[config.mk]
export PLATFORM = sky130hd
export DESIGN_NAME = char_lcd_nibble_port_sequencer
export DESIGN_NICKNAME = d
export VERILOG_FILES = /design/src/rtl/lcdnib_pkg.sv /design/src/rtl/char_lcd_nibble_port_sequencer.sv /design/src/rtl/lcdnib_ucode.sv /design/src/rtl/lcdnib_datapath.sv
export SDC_FILE = /design/constraint.sdc
export NUM_CORES = 1
export LEC_CHECK = 0
export ABC_CLOCK_PERIOD_IN_PS = 3080
export BUFFER_PORTS_ARGS = -buffer_cell sky130_fd_sc_hd__buf_2
export CAP_MARGIN = 20
export CORE_AREA = 2 2 78 80
export CTS_CLUSTER_SIZE = 24
export DETAILED_ROUTE_END_ITERATION = 8
export DIE_AREA = 0 0 80 82
export GPL_TIMING_DRIVEN = 0
export PLACE_DENSITY = 0.61
export SETUP_SLACK_MARGIN = 0.02
export SLEW_MARGIN = 20
export SYNTH_ARGS = -nofsm -noshare
export SYNTH_HDL_FRONTEND = slang
export SYNTH_HIERARCHICAL = 1
export SYNTH_SLANG_ARGS = --single-unit
[constraint.sdc]
create_clock -name i_clk -period 3.08 [get_ports i_clk]
set_clock_uncertainty 0.05 [all_clocks]
set_input_delay 0.308 -clock i_clk [delete_from_list [all_inputs] [get_ports i_clk]]
set_output_delay 0.308 -clock i_clk [all_outputs]
set_load 0.02 [all_outputs]
[src/rtl/lcdnib_pkg.sv]
// ----------------------------------------------------------------------------
// lcdnib_pkg
// Shared types and constants for the character LCD nibble port sequencer.
// ----------------------------------------------------------------------------
package lcdnib_pkg;

    localparam int UC_DEPTH  = 43;
    localparam int UC_AW     = 6;

    localparam logic [UC_AW-1:0] UC_INIT = 6'd0;
    localparam logic [UC_AW-1:0] UC_BYTE = 6'd37;
    localparam logic [UC_AW-1:0] UC_LAST = 6'd42;

    localparam logic [1:0] MODE_INIT   = 2'd0;
    localparam logic [1:0] MODE_CMD    = 2'd1;
    localparam logic [1:0] MODE_DATA   = 2'd2;
    localparam logic [1:0] MODE_UNUSED = 2'd3;

    localparam logic [15:0] STEP_WAIT_US = 16'd1000;
    localparam logic [15:0] INIT_WAIT_US = 16'd36000;

    typedef enum logic [1:0] {
        NS_BLANK = 2'd0,
        NS_CONST = 2'd1,
        NS_HIGH  = 2'd2,
        NS_LOW   = 2'd3
    } t_nib_sel;

    typedef enum logic [1:0] {
        HOLD_NONE = 2'd0,
        HOLD_STEP = 2'd1,
        HOLD_INIT = 2'd2
    } t_hold_sel;

    typedef struct packed {
        t_nib_sel   nib_sel;
        logic [3:0] nib;
        logic       en;
        t_hold_sel  hold_sel;
        logic       last;
    } t_uword;

endpackage

[src/rtl/char_lcd_nibble_port_sequencer.sv]
// ----------------------------------------------------------------------------
// char_lcd_nibble_port_sequencer
// Character LCD (4-bit mode) request to port expander write sequencer.
//
// Input channel (i_valid / o_stall): one request per transaction, i_mode
// selects init (0), command byte (1) or data character (2); mode 3 is
// accepted and dropped. i_char_byte is ignored for init.
// Output channel (o_valid / i_stall): one expander write per transaction,
// with the wait after it in o_hold_us and o_last_write on the final one.
// A byte request gives 6 writes, init gives 37. A microcode step counter
// walks a ROM, one write per cycle unless i_stall holds a full output
// register. The step counter is loaded at acceptance, and each write is
// then registered into the output register from the ROM word it points at.
// Only one request is in flight: o_stall is high while the program runs,
// and the next request can be taken on the cycle after the last write
// is registered. When i_stall is high and the output register is full,
// it holds and the step counter waits. Reset empties the output register
// and returns the sequencer to idle.
// ----------------------------------------------------------------------------
module char_lcd_nibble_port_sequencer (
    input  logic        i_clk,
    input  logic        i_rst_n,
    input  logic        i_valid,
    output logic        o_stall,
    input  logic [1:0]  i_mode,
    input  logic [7:0]  i_char_byte,
    output logic        o_valid,
    input  logic        i_stall,
    output logic [7:0]  o_port_byte,
    output logic [15:0] o_hold_us,
    output logic        o_last_write
);

    logic                          r_busy, n_busy;
    logic [lcdnib_pkg::UC_AW-1:0]  r_pc, n_pc;
    logic                          r_rs, n_rs;
    logic [7:0]                    r_data, n_data;
    logic                          r_out_valid;
    logic [7:0]                    r_port_byte;
    logic [15:0]                   r_hold_us;
    logic                          r_last_write;

    lcdnib_pkg::t_uword uword;
    logic [7:0]         dp_port_byte;
    logic [15:0]        dp_hold_us;
    logic               in_acc;
    logic               step;

    lcdnib_ucode u_ucode (
        .i_addr  (r_pc),
        .o_uword (uword)
    );

    lcdnib_datapath u_datapath (
        .i_uword     (uword),
        .i_data      (r_data),
        .i_rs        (r_rs),
        .o_port_byte (dp_port_byte),
        .o_hold_us   (dp_hold_us)
    );

    assign o_stall = r_busy;
    assign in_acc  = i_valid && !r_busy;
    assign step    = r_busy && (!r_out_valid || !i_stall);

    always_comb begin
        n_busy = r_busy;
        n_pc   = r_pc;
        n_rs   = r_rs;
        n_data = r_data;
        if (in_acc) begin
            n_data = i_char_byte;
            n_rs   = (i_mode == lcdnib_pkg::MODE_DATA);
            case (i_mode)
                lcdnib_pkg::MODE_INIT: begin
                    n_busy = 1'b1;
                    n_pc   = lcdnib_pkg::UC_INIT;
                end
                lcdnib_pkg::MODE_CMD, lcdnib_pkg::MODE_DATA: begin
                    n_busy = 1'b1;
                    n_pc   = lcdnib_pkg::UC_BYTE;
                end
                default: begin
                    n_busy = 1'b0;
                end
            endcase
        end else if (step) begin
            n_pc = r_pc + 1'b1;
            if (uword.last) begin
                n_busy = 1'b0;
            end
        end
    end

    always_ff @(posedge i_clk) begin
        if (!i_rst_n) begin
            r_busy      <= 1'b0;
            r_pc        <= lcdnib_pkg::UC_INIT;
            r_out_valid <= 1'b0;
        end else begin
            r_busy <= n_busy;
            r_pc   <= n_pc;
            if (step) begin
                r_out_valid <= 1'b1;
            end else if (!i_stall) begin
                r_out_valid <= 1'b0;
            end
        end
    end

    always_ff @(posedge i_clk) begin
        r_rs   <= n_rs;
        r_data <= n_data;
        if (step) begin
            r_port_byte  <= dp_port_byte;
            r_hold_us    <= dp_hold_us;
            r_last_write <= uword.last;
        end
    end

    assign o_valid      = r_out_valid;
    assign o_port_byte  = r_port_byte;
    assign o_hold_us    = r_hold_us;
    assign o_last_write = r_last_write;

`ifndef SYNTHESIS
    a_pc_in_range: assert property (@(posedge i_clk) disable iff (!i_rst_n)
        r_busy |-> r_pc <= lcdnib_pkg::UC_LAST)
        else $error("step counter ran past the microprogram");

    a_init_entry: assert property (@(posedge i_clk) disable iff (!i_rst_n)
        (in_acc && i_mode == lcdnib_pkg::MODE_INIT) |=> (r_busy && r_pc == lcdnib_pkg::UC_INIT))
        else $error("init request did not start the init program");

    a_unused_mode: assert property (@(posedge i_clk) disable iff (!i_rst_n)
        (in_acc && i_mode == lcdnib_pkg::MODE_UNUSED) |=> !r_busy)
        else $error("unused mode started a program");

    a_last_ends: assert property (@(posedge i_clk) disable iff (!i_rst_n)
        (step && uword.last) |=> (!r_busy && o_valid && o_last_write))
        else $error("final write did not release the sequencer");
`endif

endmodule

[src/rtl/lcdnib_ucode.sv]
// ----------------------------------------------------------------------------
// lcdnib_ucode
// Microcode ROM: one control word per port write. Init program at the
// bottom, byte program on top.
// ----------------------------------------------------------------------------
module lcdnib_ucode (
    input  logic [lcdnib_pkg::UC_AW-1:0] i_addr,
    output lcdnib_pkg::t_uword           o_uword
);

    function automatic lcdnib_pkg::t_uword mk(
        input lcdnib_pkg::t_nib_sel  sel,
        input logic [3:0]            nib,
        input logic                  en,
        input lcdnib_pkg::t_hold_sel hold,
        input logic                  last
    );
        lcdnib_pkg::t_uword w;
        w.nib_sel  = sel;
        w.nib      = nib;
        w.en       = en;
        w.hold_sel = hold;
        w.last     = last;
        return w;
    endfunction

    always_comb begin
        case (i_addr)
            6'd0:    o_uword = mk(lcdnib_pkg::NS_BLANK, 4'h0, 1'b0, lcdnib_pkg::HOLD_NONE, 1'b0);
            6'd1:    o_uword = mk(lcdnib_pkg::NS_CONST, 4'h3, 1'b0, lcdnib_pkg::HOLD_STEP, 1'b0);
            6'd2:    o_uword = mk(lcdnib_pkg::NS_CONST, 4'h3, 1'b1, lcdnib_pkg::HOLD_STEP, 1'b0);
            6'd3:    o_uword = mk(lcdnib_pkg::NS_CONST, 4'h3, 1'b0, lcdnib_pkg::HOLD_INIT, 1'b0);
            6'd4:    o_uword = mk(lcdnib_pkg::NS_CONST, 4'h3, 1'b0, lcdnib_pkg::HOLD_STEP, 1'b0);
            6'd5:    o_uword = mk(lcdnib_pkg::NS_CONST, 4'h3, 1'b1, lcdnib_pkg::HOLD_STEP, 1'b0);
            6'd6:    o_uword = mk(lcdnib_pkg::NS_CONST, 4'h3, 1'b0, lcdnib_pkg::HOLD_INIT, 1'b0);
            6'd7:    o_uword = mk(lcdnib_pkg::NS_CONST, 4'h3, 1'b0, lcdnib_pkg::HOLD_STEP, 1'b0);
            6'd8:    o_uword = mk(lcdnib_pkg::NS_CONST, 4'h3, 1'b1, lcdnib_pkg::HOLD_STEP, 1'b0);
            6'd9:    o_uword = mk(lcdnib_pkg::NS_CONST, 4'h3, 1'b0, lcdnib_pkg::HOLD_INIT, 1'b0);
            6'd10:   o_uword = mk(lcdnib_pkg::NS_CONST, 4'h2, 1'b0, lcdnib_pkg::HOLD_STEP, 1'b0);
            6'd11:   o_uword = mk(lcdnib_pkg::NS_CONST, 4'h2, 1'b1, lcdnib_pkg::HOLD_STEP, 1'b0);
            6'd12:   o_uword = mk(lcdnib_pkg::NS_CONST, 4'h2, 1'b0, lcdnib_pkg::HOLD_INIT, 1'b0);
            // function set 0x28
            6'd13:   o_uword = mk(lcdnib_pkg::NS_CONST, 4'h2, 1'b0, lcdnib_pkg::HOLD_STEP, 1'b0);
            6'd14:   o_uword = mk(lcdnib_pkg::NS_CONST, 4'h2, 1'b1, lcdnib_pkg::HOLD_STEP, 1'b0);
            6'd15:   o_uword = mk(lcdnib_pkg::NS_CONST, 4'h2, 1'b0, lcdnib_pkg::HOLD_STEP, 1'b0);
            6'd16:   o_uword = mk(lcdnib_pkg::NS_CONST, 4'h8, 1'b0, lcdnib_pkg::HOLD_STEP, 1'b0);
            6'd17:   o_uword = mk(lcdnib_pkg::NS_CONST, 4'h8, 1'b1, lcdnib_pkg::HOLD_STEP, 1'b0);
            6'd18:   o_uword = mk(lcdnib_pkg::NS_CONST, 4'h8, 1'b0, lcdnib_pkg::HOLD_STEP, 1'b0);
            // clear 0x01
            6'd19:   o_uword = mk(lcdnib_pkg::NS_CONST, 4'h0, 1'b0, lcdnib_pkg::HOLD_STEP, 1'b0);
            6'd20:   o_uword = mk(lcdnib_pkg::NS_CONST, 4'h0, 1'b1, lcdnib_pkg::HOLD_STEP, 1'b0);
            6'd21:   o_uword = mk(lcdnib_pkg::NS_CONST, 4'h0, 1'b0, lcdnib_pkg::HOLD_STEP, 1'b0);
            6'd22:   o_uword = mk(lcdnib_pkg::NS_CONST, 4'h1, 1'b0, lcdnib_pkg::HOLD_STEP, 1'b0);
            6'd23:   o_uword = mk(lcdnib_pkg::NS_CONST, 4'h1, 1'b1, lcdnib_pkg::HOLD_STEP, 1'b0);
            6'd24:   o_uword = mk(lcdnib_pkg::NS_CONST, 4'h1, 1'b0, lcdnib_pkg::HOLD_STEP, 1'b0);
            // entry mode 0x06
            6'd25:   o_uword = mk(lcdnib_pkg::NS_CONST, 4'h0, 1'b0, lcdnib_pkg::HOLD_STEP, 1'b0);
            6'd26:   o_uword = mk(lcdnib_pkg::NS_CONST, 4'h0, 1'b1, lcdnib_pkg::HOLD_STEP, 1'b0);
            6'd27:   o_uword = mk(lcdnib_pkg::NS_CONST, 4'h0, 1'b0, lcdnib_pkg::HOLD_STEP, 1'b0);
            6'd28:   o_uword = mk(lcdnib_pkg::NS_CONST, 4'h6, 1'b0, lcdnib_pkg::HOLD_STEP, 1'b0);
            6'd29:   o_uword = mk(lcdnib_pkg::NS_CONST, 4'h6, 1'b1, lcdnib_pkg::HOLD_STEP, 1'b0);
            6'd30:   o_uword = mk(lcdnib_pkg::NS_CONST, 4'h6, 1'b0, lcdnib_pkg::HOLD_STEP, 1'b0);
            // display on 0x0C
            6'd31:   o_uword = mk(lcdnib_pkg::NS_CONST, 4'h0, 1'b0, lcdnib_pkg::HOLD_STEP, 1'b0);
            6'd32:   o_uword = mk(lcdnib_pkg::NS_CONST, 4'h0, 1'b1, lcdnib_pkg::HOLD_STEP, 1'b0);
            6'd33:   o_uword = mk(lcdnib_pkg::NS_CONST, 4'h0, 1'b0, lcdnib_pkg::HOLD_STEP, 1'b0);
            6'd34:   o_uword = mk(lcdnib_pkg::NS_CONST, 4'hC, 1'b0, lcdnib_pkg::HOLD_STEP, 1'b0);
            6'd35:   o_uword = mk(lcdnib_pkg::NS_CONST, 4'hC, 1'b1, lcdnib_pkg::HOLD_STEP, 1'b0);
            6'd36:   o_uword = mk(lcdnib_pkg::NS_CONST, 4'hC, 1'b0, lcdnib_pkg::HOLD_STEP, 1'b1);
            // byte program
            6'd37:   o_uword = mk(lcdnib_pkg::NS_HIGH,  4'h0, 1'b0, lcdnib_pkg::HOLD_STEP, 1'b0);
            6'd38:   o_uword = mk(lcdnib_pkg::NS_HIGH,  4'h0, 1'b1, lcdnib_pkg::HOLD_STEP, 1'b0);
            6'd39:   o_uword = mk(lcdnib_pkg::NS_HIGH,  4'h0, 1'b0, lcdnib_pkg::HOLD_STEP, 1'b0);
            6'd40:   o_uword = mk(lcdnib_pkg::NS_LOW,   4'h0, 1'b0, lcdnib_pkg::HOLD_STEP, 1'b0);
            6'd41:   o_uword = mk(lcdnib_pkg::NS_LOW,   4'h0, 1'b1, lcdnib_pkg::HOLD_STEP, 1'b0);
            6'd42:   o_uword = mk(lcdnib_pkg::NS_LOW,   4'h0, 1'b0, lcdnib_pkg::HOLD_STEP, 1'b1);
            default: o_uword = mk(lcdnib_pkg::NS_BLANK, 4'h0, 1'b0, lcdnib_pkg::HOLD_NONE, 1'b1);
        endcase
    end

endmodule

[src/rtl/lcdnib_datapath.sv]
// ----------------------------------------------------------------------------
// lcdnib_datapath
// Builds the expander byte and wait time from a control word and the
// latched request byte.
// ----------------------------------------------------------------------------
module lcdnib_datapath (
    input  lcdnib_pkg::t_uword i_uword,
    input  logic [7:0]         i_data,
    input  logic               i_rs,
    output logic [7:0]         o_port_byte,
    output logic [15:0]        o_hold_us
);

    logic [3:0] nib;

    always_comb begin
        case (i_uword.nib_sel)
            lcdnib_pkg::NS_HIGH:  nib = i_data[7:4];
            lcdnib_pkg::NS_LOW:   nib = i_data[3:0];
            lcdnib_pkg::NS_CONST: nib = i_uword.nib;
            default:              nib = 4'h0;
        endcase
    end

    always_comb begin
        if (i_uword.nib_sel == lcdnib_pkg::NS_BLANK) begin
            o_port_byte = 8'h00;
        end else begin
            // nibble, backlight, enable, unused, register select
            o_port_byte = {nib, 1'b1, i_uword.en, 1'b0, i_rs};
        end
    end

    always_comb begin
        case (i_uword.hold_sel)
            lcdnib_pkg::HOLD_STEP: o_hold_us = lcdnib_pkg::STEP_WAIT_US;
            lcdnib_pkg::HOLD_INIT: o_hold_us = lcdnib_pkg::INIT_WAIT_US;
            default:               o_hold_us = 16'd0;
        endcase
    end

endmodule
==> impl_metrics.xml <==
<?xml version="1.0" encoding="UTF-8"?>
<metrics>
  <group name="worst_setup_path">
    <metric name="critPathMaxFanout" unit="">13</metric>
    <metric name="worst-setup-path-type" unit="">reg -&gt; reg</metric>
    <metric name="cp_data_required_time" unit="ps">3070</metric>
    <metric name="worstSetupStartpointType" unit="">register</metric>
    <metric name="setup.worst_path.end_class" unit="">register</metric>
    <metric name="worst_path_arrival_time" unit="ps">2760</metric>
  </group>
  <group name="place">
    <metric name="placed_cells_incl_taps" unit="">307</metric>
    <metric name="pre_cts_slack" unit="ps">314.0</metric>
    <metric name="detailed_place.area" unit="µm²">2454</metric>
    <metric name="finalWeightedCongestion" unit="">0.7647</metric>
    <metric name="place.port_buffers" unit="">40</metric>
    <metric name="dp_hpwl" unit="µm">2562</metric>
  </group>
  <group name="layout">
    <metric name="antenna_cells" unit="">0</metric>
    <metric name="drive_gt1_frac" unit="">0.3250</metric>
    <metric name="nNetsFinal" unit="">266</metric>
    <metric name="stdcell_count" unit="">315</metric>
    <metric name="final_cell_area" unit="µm²">2560</metric>
    <metric name="synthToLayoutAreaGrowth" unit="%">20.00</metric>
  </group>
  <group name="power">
    <metric name="p_seq_frac" unit="">0.516</metric>
    <metric name="p_int" unit="mW">1.007</metric>
    <metric name="p_clk_frac" unit="">0.311</metric>
    <metric name="switching_share_of_power" unit="">0.2388</metric>
    <metric name="power.static_leakage" unit="nW">1.076</metric>
    <metric name="ir_worst_vdd" unit="V">0.0002400</metric>
    <metric name="power.density" unit="nW/µm²">516.5</metric>
    <metric name="comb_power_share" unit="">0.173</metric>
    <metric name="power.net_switching" unit="mW">0.3157</metric>
  </group>
  <group name="cts">
    <metric name="hold_buffers" unit="">0</metric>
    <metric name="htree_levels" unit="">2</metric>
    <metric name="cts.path.max_buffers" unit="">2</metric>
    <metric name="cts-root-buf" unit="">sky130_fd_sc_hd__clkbuf_8</metric>
    <metric name="clock_network_latency_to_the_later_pin_of_the_worst_skew_pair" unit="ps">290</metric>
    <metric name="cts_repair_resize_count" unit="">0</metric>
    <metric name="postCtsSetupBuffers" unit="">0</metric>
    <metric name="tritoncts.num_buffers" unit="">5</metric>
    <metric name="clkSinkCount" unit="">42</metric>
    <metric name="clk_pin_slew_worst_paths" unit="ps">70</metric>
    <metric name="cts_tree" unit="">yes</metric>
  </group>
  <group name="yosys">
    <metric name="synth_enable_flop_cells" unit="">34</metric>
    <metric name="synth_top_cell_area_share" unit="">0.4786</metric>
    <metric name="sequential_to_total_area_share_from_yosys_stat" unit="">0.5537</metric>
    <metric name="synth_area_leaders" unit="">sky130_fd_sc_hd__edfxtp_1 48%, sky130_fd_sc_hd__ha_1 7.6%, sky130_fd_sc_hd__dfxtp_1 7.5%, sky130_fd_sc_hd__buf_4 5.3%, sky130_fd_sc_hd__nand2_1 2.8%</metric>
    <metric name="synth.cell_area" unit="µm²">2133</metric>
    <metric name="synth_area_per_cell" unit="µm²">11.53</metric>
    <metric name="netlist.top_cell.by_area" unit="">sky130_fd_sc_hd__edfxtp_1</metric>
    <metric name="ys_async_sr_fraction" unit="">0</metric>
    <metric name="synth-warning-count" unit="">6</metric>
    <metric name="netlist-cell-type-count" unit="">45</metric>
    <metric name="synthCells" unit="">185</metric>
    <metric name="synth-seq-cells" unit="">42</metric>
    <metric name="synth_flop_cell" unit="">sky130_fd_sc_hd__edfxtp_1</metric>
  </group>
  <group name="timing">
    <metric name="final_period_minus_worst_setup_slack" unit="ps">2765</metric>
    <metric name="relSlewSlack" unit="">0.5835</metric>
    <metric name="timing_worst_slew_pin_value" unit="ps">624.8</metric>
    <metric name="timing.final.ws_setup" unit="ps">315.2</metric>
    <metric name="post-route-period-util" unit="">0.8977</metric>
    <metric name="pins_over_slew_limit" unit="">0</metric>
    <metric name="max_freq" unit="GHz">0.3617</metric>
    <metric name="hold_viol_final" unit="">0</metric>
    <metric name="setup_viol_count_final" unit="">0</metric>
    <metric name="totalNegativeSetupSlack" unit="ps">0</metric>
    <metric name="grt_setup_unrepaired" unit="">false</metric>
  </group>
  <group name="global_route">
    <metric name="largest_net_degree_at_the_start_of_global_routing" unit="">30</metric>
    <metric name="globalRouteTotalUtil" unit="">0.1159</metric>
    <metric name="gr-total-overflow" unit="">0</metric>
    <metric name="global_route_wire_length_before_repair" unit="µm">5865</metric>
    <metric name="grt_pass1_vias" unit="">1334</metric>
    <metric name="grt_antenna_before_repair" unit="">0</metric>
  </group>
  <group name="floorplanning">
    <metric name="die_height" unit="µm">82</metric>
    <metric name="core_area" unit="µm²">5746</metric>
    <metric name="die_area" unit="µm²">6560</metric>
    <metric name="rows" unit="">28</metric>
    <metric name="io_pins" unit="">41</metric>
    <metric name="floorplan.die.width" unit="µm">80</metric>
    <metric name="initial_utilization" unit="">0.3713</metric>
  </group>
  <group name="run_status">
    <metric name="status" unit="">finished, final reports clean</metric>
  </group>
  <group name="routing">
    <metric name="post_drt_via_cell_ratio" unit="">4.702</metric>
    <metric name="drt.antenna.violating_nets" unit="">0</metric>
    <metric name="finalWirelength" unit="µm">3458</metric>
    <metric name="initialDrtViolationCount" unit="">48</metric>
    <metric name="via_total_after_detailed_routing" unit="">1481</metric>
    <metric name="routedWlPerCell" unit="µm">10.98</metric>
    <metric name="drc_errors" unit="">0</metric>
    <metric name="drt_first_pass_iters" unit="">4</metric>
  </group>
  <group name="job">
    <metric name="drv.max_cap_violation_count" unit="">0</metric>
  </group>
  <group name="hold_path">
    <metric name="hold_path.class" unit="">in -&gt; reg</metric>
  </group>
</metrics>
[synth_stat cells, drive strengths merged, types with 4 or more instances]
library cell and number:
dfxtp 8, nand2 16, mux2 5, inv 13, ha 13, nor2 6
o21ai 10, and2 4, a22o 4, edfxtp 34, a21oi 12, buf 17
[per-stage QoR]
step	power (mW)	hold WS, ps	utilization
final	1.322	143.2	0.4456
after global routing	1.398	129.5	0.4456
after CTS	1.345	131.1	0.4456
after detailed placement	0.9265	436.6	0.4270
after global placement	0.9235	435.9	0.4270
after floorplan	0.8644	356.9	-
[routing by layer]
| layer | GRT usage | wire (µm) | share of wire |
|---|---|---|---|
| met4 | 0.04576 | 52 | 0.015 |
| met5 | 0 | 0 | 0 |
| met3 | 0.03736 | 210 | 0.061 |
| met1 | 0.1330 | 1517 | 0.44 |
| met2 | 0.2008 | 1678 | 0.49 |
[state kept, by name, summed over array words and instances (netlist names)]
signal and cells:
r_data 8, o_port_byte 8, r_rs 1, o_stall 1, o_valid 1, r_pc 6, o_last_write 1, o_hold_us 16
[cells by family (layout without fill, tap and decap cells)]
| family | after synthesis | in the layout | share of synthesized area |
|---|---|---|---|
| AOI/OAI and AO/OA | 41 | 41 | 0.1226 |
| adders and majority gates | 13 | 13 | 0.07625 |
| muxes | 7 | 7 | 0.03753 |
| and+or+nand+nor | 50 | 50 | 0.1261 |
| other | 1 | 8 | 0.001758 |
| buffers and inverters | 31 | 79 | 0.08211 |
| DFF | 42 | 42 | 0.5537 |
[final cells by class]
class | instances | area (µm²)
sequential | 42 | 1181
inverter | 13 | 48.80
clock inverter | 1 | 30.03
fill | 558 | 3186
tap | 75 | 93.84
clock buffer | 7 | 76.32
multi-input combinational | 119 | 803.3
buffer | 18 | 126.4
timing repair buffer | 40 | 200.2
[worst paths after layout]
path / from / endpoint / slack [ps] / cells past startpoint
worst max-delay path: r_pc[1] / o_port_byte[7] / 320 / 7
worst min-delay path: i_char_byte[2] / r_data[2] / 140 / 1
worst max register to register: r_pc[1] / o_port_byte[7] / 320 / 7
worst min register to register: o_valid / o_valid / 480 / 2
[worst max-delay path, stage by stage, from the launching register on]
cell and delay (ps):
sky130_fd_sc_hd__dfxtp_1 450, sky130_fd_sc_hd__ha_1 300, sky130_fd_sc_hd__or2_2 320, sky130_fd_sc_hd__a21o_1 190, sky130_fd_sc_hd__nand2b_1 140, sky130_fd_sc_hd__a22oi_1 490, sky130_fd_sc_hd__mux2_2 400, sky130_fd_sc_hd__a22o_1 180
[power by group through the flow]
stage               Sequential [mW]  Combinational (mW)  Clock [mW]
floorplan                     0.724               0.141           0
global placement              0.694               0.229           0
detailed placement            0.695               0.231           0
CTS                           0.682               0.231       0.431
global route                  0.686               0.256       0.456
finish                        0.682               0.229       0.412
[placed cells by master (no fill, tap or decap), types with 2 or more instances in the layout]
master	instances
sky130_fd_sc_hd__ha_1	13
sky130_fd_sc_hd__inv_1	12
sky130_fd_sc_hd__or4_1	2
sky130_fd_sc_hd__a31oi_1	3
sky130_fd_sc_hd__and2b_2	2
sky130_fd_sc_hd__mux2i_1	2
sky130_fd_sc_hd__nand3_1	3
sky130_fd_sc_hd__a22o_1	4
sky130_fd_sc_hd__nor2_1	6
sky130_fd_sc_hd__or3_1	2
sky130_fd_sc_hd__buf_2	42
sky130_fd_sc_hd__nor2b_1	3
sky130_fd_sc_hd__or2_2	3
sky130_fd_sc_hd__clkbuf_8	5
sky130_fd_sc_hd__mux2_2	4
sky130_fd_sc_hd__clkbuf_1	3
sky130_fd_sc_hd__nand2b_1	3
sky130_fd_sc_hd__a211oi_1	2
sky130_fd_sc_hd__dfxtp_1	8
sky130_fd_sc_hd__nand2_1	16
sky130_fd_sc_hd__o21ai_0	10
sky130_fd_sc_hd__conb_1	8
sky130_fd_sc_hd__and2_1	3
sky130_fd_sc_hd__edfxtp_1	34
sky130_fd_sc_hd__a21oi_1	11
sky130_fd_sc_hd__buf_4	15
Power figures use the tool's default switching activity.
